==> src/rtl/pls_pkg.sv <==
`timescale 1ns / 1ps

package pls_pkg;

    // Default number of records the store can hold.
    localparam int CAPACITY_DEF = 64;

    // Operation codes carried in the request.
    typedef enum logic [1:0] {
        OP_INSERT = 2'd0,
        OP_REMOVE = 2'd1,
        OP_READ   = 2'd2
    } t_op;

    // Status codes carried in the response.
    typedef enum logic [1:0] {
        ST_OK    = 2'd0,
        ST_RANGE = 2'd1,
        ST_FULL  = 2'd2
    } t_status;

    // One stored record.
    typedef struct packed {
        logic signed [15:0] x;
        logic signed [15:0] y;
        logic [7:0]         kind;
    } t_rec;

    // Request payload.
    typedef struct packed {
        logic [1:0]         operation;
        logic signed [7:0]  position;
        logic signed [15:0] coord_x;
        logic signed [15:0] coord_y;
        logic [7:0]         kind;
    } t_in;

    // Response payload.
    typedef struct packed {
        logic [1:0]         status;
        logic [5:0]         position_used;
        logic signed [15:0] read_x;
        logic signed [15:0] read_y;
        logic [7:0]         read_kind;
        logic [6:0]         count;
    } t_out;

    // Shift commands broadcast to every cell.
    typedef struct packed {
        logic ins;
        logic rem;
    } t_cell_ctl;

endpackage

==> src/rtl/pls_cell.sv <==
`timescale 1ns / 1ps

module pls_cell import pls_pkg::*; #(
    parameter int IW  = 6,
    parameter int IDX = 0
) (
    input  logic          i_clk,
    input  t_cell_ctl     i_ctl,
    input  logic [IW-1:0] i_wr_at,
    input  logic [IW-1:0] i_rd_at,
    input  t_rec          i_new,
    input  t_rec          i_left,
    input  t_rec          i_right,
    input  t_rec          i_rd_in,
    output t_rec          o_rec,
    output t_rec          o_rd
);

    localparam logic [IW-1:0] MY_IDX = IW'(IDX);

    t_rec r_rec;
    t_rec r_rd;
    t_rec n_rec;

    // Cells above the insert point take their lower neighbour, the cell at it takes the new record;
    // cells at or above the removal point take their upper neighbour.
    always_comb begin
        n_rec = r_rec;
        if (i_ctl.ins) begin
            if (MY_IDX > i_wr_at) begin
                n_rec = i_left;
            end else if (MY_IDX == i_wr_at) begin
                n_rec = i_new;
            end
        end else if (i_ctl.rem) begin
            if (MY_IDX >= i_wr_at) begin
                n_rec = i_right;
            end
        end
    end

    // Record storage and the read chain stage: the addressed cell drops its
    // record into the chain, every other cell passes its neighbour's value on.
    always_ff @(posedge i_clk) begin
        r_rec <= n_rec;
        r_rd  <= (MY_IDX == i_rd_at) ? r_rec : i_rd_in;
    end

    assign o_rec = r_rec;
    assign o_rd  = r_rd;

endmodule

==> config.mk <==
export PLATFORM = sky130hd
export DESIGN_NAME = pls_cell
export DESIGN_NICKNAME = d
export VERILOG_FILES = /design/src/rtl/pls_pkg.sv /design/src/rtl/pls_cell.sv
export SDC_FILE = /design/constraint.sdc
export NUM_CORES = 1
export LEC_CHECK = 0
export BUFFER_PORTS_ARGS = -buffer_cell sky130_fd_sc_hd__buf_2
export CAP_MARGIN = 20
export CELL_PAD_IN_SITES_DETAIL_PLACEMENT = 0
export CELL_PAD_IN_SITES_GLOBAL_PLACEMENT = 1
export CORE_MARGIN = 2
export CORE_UTILIZATION = 26
export DETAILED_ROUTE_END_ITERATION = 8
export PLACE_DENSITY_LB_ADDON = 0.25
export RECOVER_POWER = 25
export SYNTH_ARGS = -nofsm -noshare
export SYNTH_HDL_FRONTEND = slang
export SYNTH_SLANG_ARGS = --single-unit
==> constraint.sdc <==
create_clock -name i_clk -period 5.1 [get_ports i_clk]
set_input_delay 0.51 -clock i_clk [delete_from_list [all_inputs] [get_ports i_clk]]
set_output_delay 0.51 -clock i_clk [all_outputs]
set_load 0.01 [all_outputs]
==> results.ini <==
[status]
outcome = completed

[yosys]
synth_seq_cells = 80
synth.avg_cell_area_um2 = 18.1
synth.top_cell.area_share_pct = 38.0
yosysTopAreaCell = edfxtp_1
synth.distinct_cells = 12
synth_area_mm2 = 0.00316
synthCells = 175
synth_area_leaders = edfxtp_1 (38%), dfxtp_1 (25%), mux2_4 (19%), mux2_2 (14%), buf_6 (1.4%)
synth_seq_area_share_pct = 63.3
syn_nets = 350
yosys_warnings = 0

[critical_path]
worstPathArrival_ns = 2.00
slowest_delay_ns = 0.52
cp_cell_sequence = buf_2 -> buf_4 -> nor2_1 -> nor4_4 -> buf_4
path_common_cell = buf_4
path_max_fanout = 41
crit_family = buffers and inverters
endpoint_kind = flip-flop
slowest_stage = buf_4
cp.required_ns = 5.08
path_class = in2reg
worst_setup_path_start_kind = primary input
crit_buf_inv = 3

[floorplanning]
num_rows = 40
dieArea_mm2 = 0.0131
io_pins = 255
die-width_um = 114
die_h_um = 114
initial_core_util_pct = 26.4
coreArea_mm2 = 0.0120

[cells_and_area]
final_cell_mix = buf_2 (164), clkbuf_1 (52)
finalNetCount = 569
drive_gt1_share_pct = 66.2
multi_input_area_mm2 = 0.00111
nFillCells = 1211
areaGrowthSynthToFinish_pct = 47.0
final_common_cell = buf_2
antenna_cells = 0
fin_util_pct = 38.9
ff_latch_area_mm2 = 0.00200
fin_cells = 546

[place]
hpwlAfterDp_um = 5410
port_buffers = 214
post-place-cells = 530
detailedPlace.worstSlack_ns = 2.67
gp_congestion = 0.662

[sta]
fmax_mhz = 495
setup_viol = 0
slew_headroom_pct = 48.1
final_max_slew_viol_count = 0
tns_ns = 0
period_share_pct = 39.6
finClkSkew_ns = 0.00228
holdWs_ns = 0.394
rsz0062_at_grt = no
worst_slew_pin_slew_ns = 0.779
hold_viol = 0
fin_ws_ns = 3.08
period_needed_ns = 2.02

[run]
drv_cap = 0

[min_path]
hp-class = in2reg

[power]
vdd_drop_max_uv = 116
power_density_mw_per_mm2 = 333
static-leakage-power_nw = 2.13

[routing]
drt_iter0_markers = 68
top_layer = met4
ant_nets = 0
drc_errors = 0
wl_per_cell_um = 13.9
totalWireLength_um = 7590
routed-wl-met3_um = 727
wl_met2_um = 3640
firstDrtPassIters = 4
via_count = 2253
drt-vias-per-instance = 4.13
m1WireLength_um = 3000

[clocking]
numCtsBuffers = 9
cts-root-buf = clkbuf_16
clock_sinks = 80
post_cts_resized = 0
cts_max_level = 3
post-cts-setup-buffers = 0
clock_path_buffers = 2
clkLatencyLatePin_ns = 0.34
clk_pin_slew_ns = 0.06
cts_hold_buf = 0
cts_tree = built

[global_route]
grt-ovfl-total = 0
grt_pass1_vias = 2224
grt_pass1_wl_um = 11000
grt_antenna_before_repair = 0
grt_start_max_net_pins = 42
gr-usage-all-layers_pct = 11.5

==> final cells by class <==
type | count | share of cell area, %
clock buffers | 13 | 5.60
clock inverters | 3 | 1.40
multi-input cells | 86 | 23.8
flip-flops and latches | 80 | 43.1
well taps | 147 | 3.96
repair buffers | 217 | 22.2
==> kinds of logic after synthesis <==
family	Yosys count	share of synthesized area [%]
buf+inv	9	2.18
simple gates	6	1.27
flops	80	63.3
mux	80	33.2
==> per-layer routing <==
layer / GRT usage [%] / up-vias
met1: 12.3 / 1034
met4: 7.40 / 0
met3: 4.87 / 14
met2: 18.5 / 119
met5: 0 / -
li1: - / 1086
==> power breakdown <==
| group | total, mW | leakage, nW | switching (mW) | internal (mW) |
|---|---|---|---|---|
| logic | 0.143 | 1.27 | 0.0527 | 0.0905 |
| registers | 0.704 | 0.698 | 0.00556 | 0.699 |
| clock network | 0.702 | 0.160 | 0.247 | 0.455 |
==> per-stage QoR <==
| stage | total power [mW] | cell area [µm²] |
|---|---|---|
| after detailed placement | 0.868 | 4390 |
| after floorplan | 0.790 | 3170 |
| after global placement | 0.865 | 4390 |
| final | 1.55 | 4650 |
| after global routing | 1.61 | 4650 |
| after CTS | 1.58 | 4710 |
==> state kept, by name, summed over array words and instances (netlist names) <==
| signal | cells |
|---|---|
| o_rec | 40 |
| o_rd | 40 |
==> final timing paths <==
check	start	end	slack [ns]	cells after the start
worst max-delay path	i_ctl[1]	o_rec[14]$_DFFE_PP_	3.08	5
worst min register to register	o_rec[27]$_DFFE_PP_	o_rd[27]$_DFF_P_	0.49	1
worst max register to register	o_rec[7]$_DFFE_PP_	o_rd[7]$_DFF_P_	4.30	1
worst min-delay path	i_rd_in[9]	o_rd[9]$_DFF_P_	0.39	2
==> synthesized netlist by cell type, drive strengths merged <==
cell type and number:
mux2 80, nand2 1, buf 8, edfxtp 40, nor4 2, or4 1, clkbuf 1, nor2 2
dfxtp 40
No activity file was read; power rests on OpenSTA's default activity.
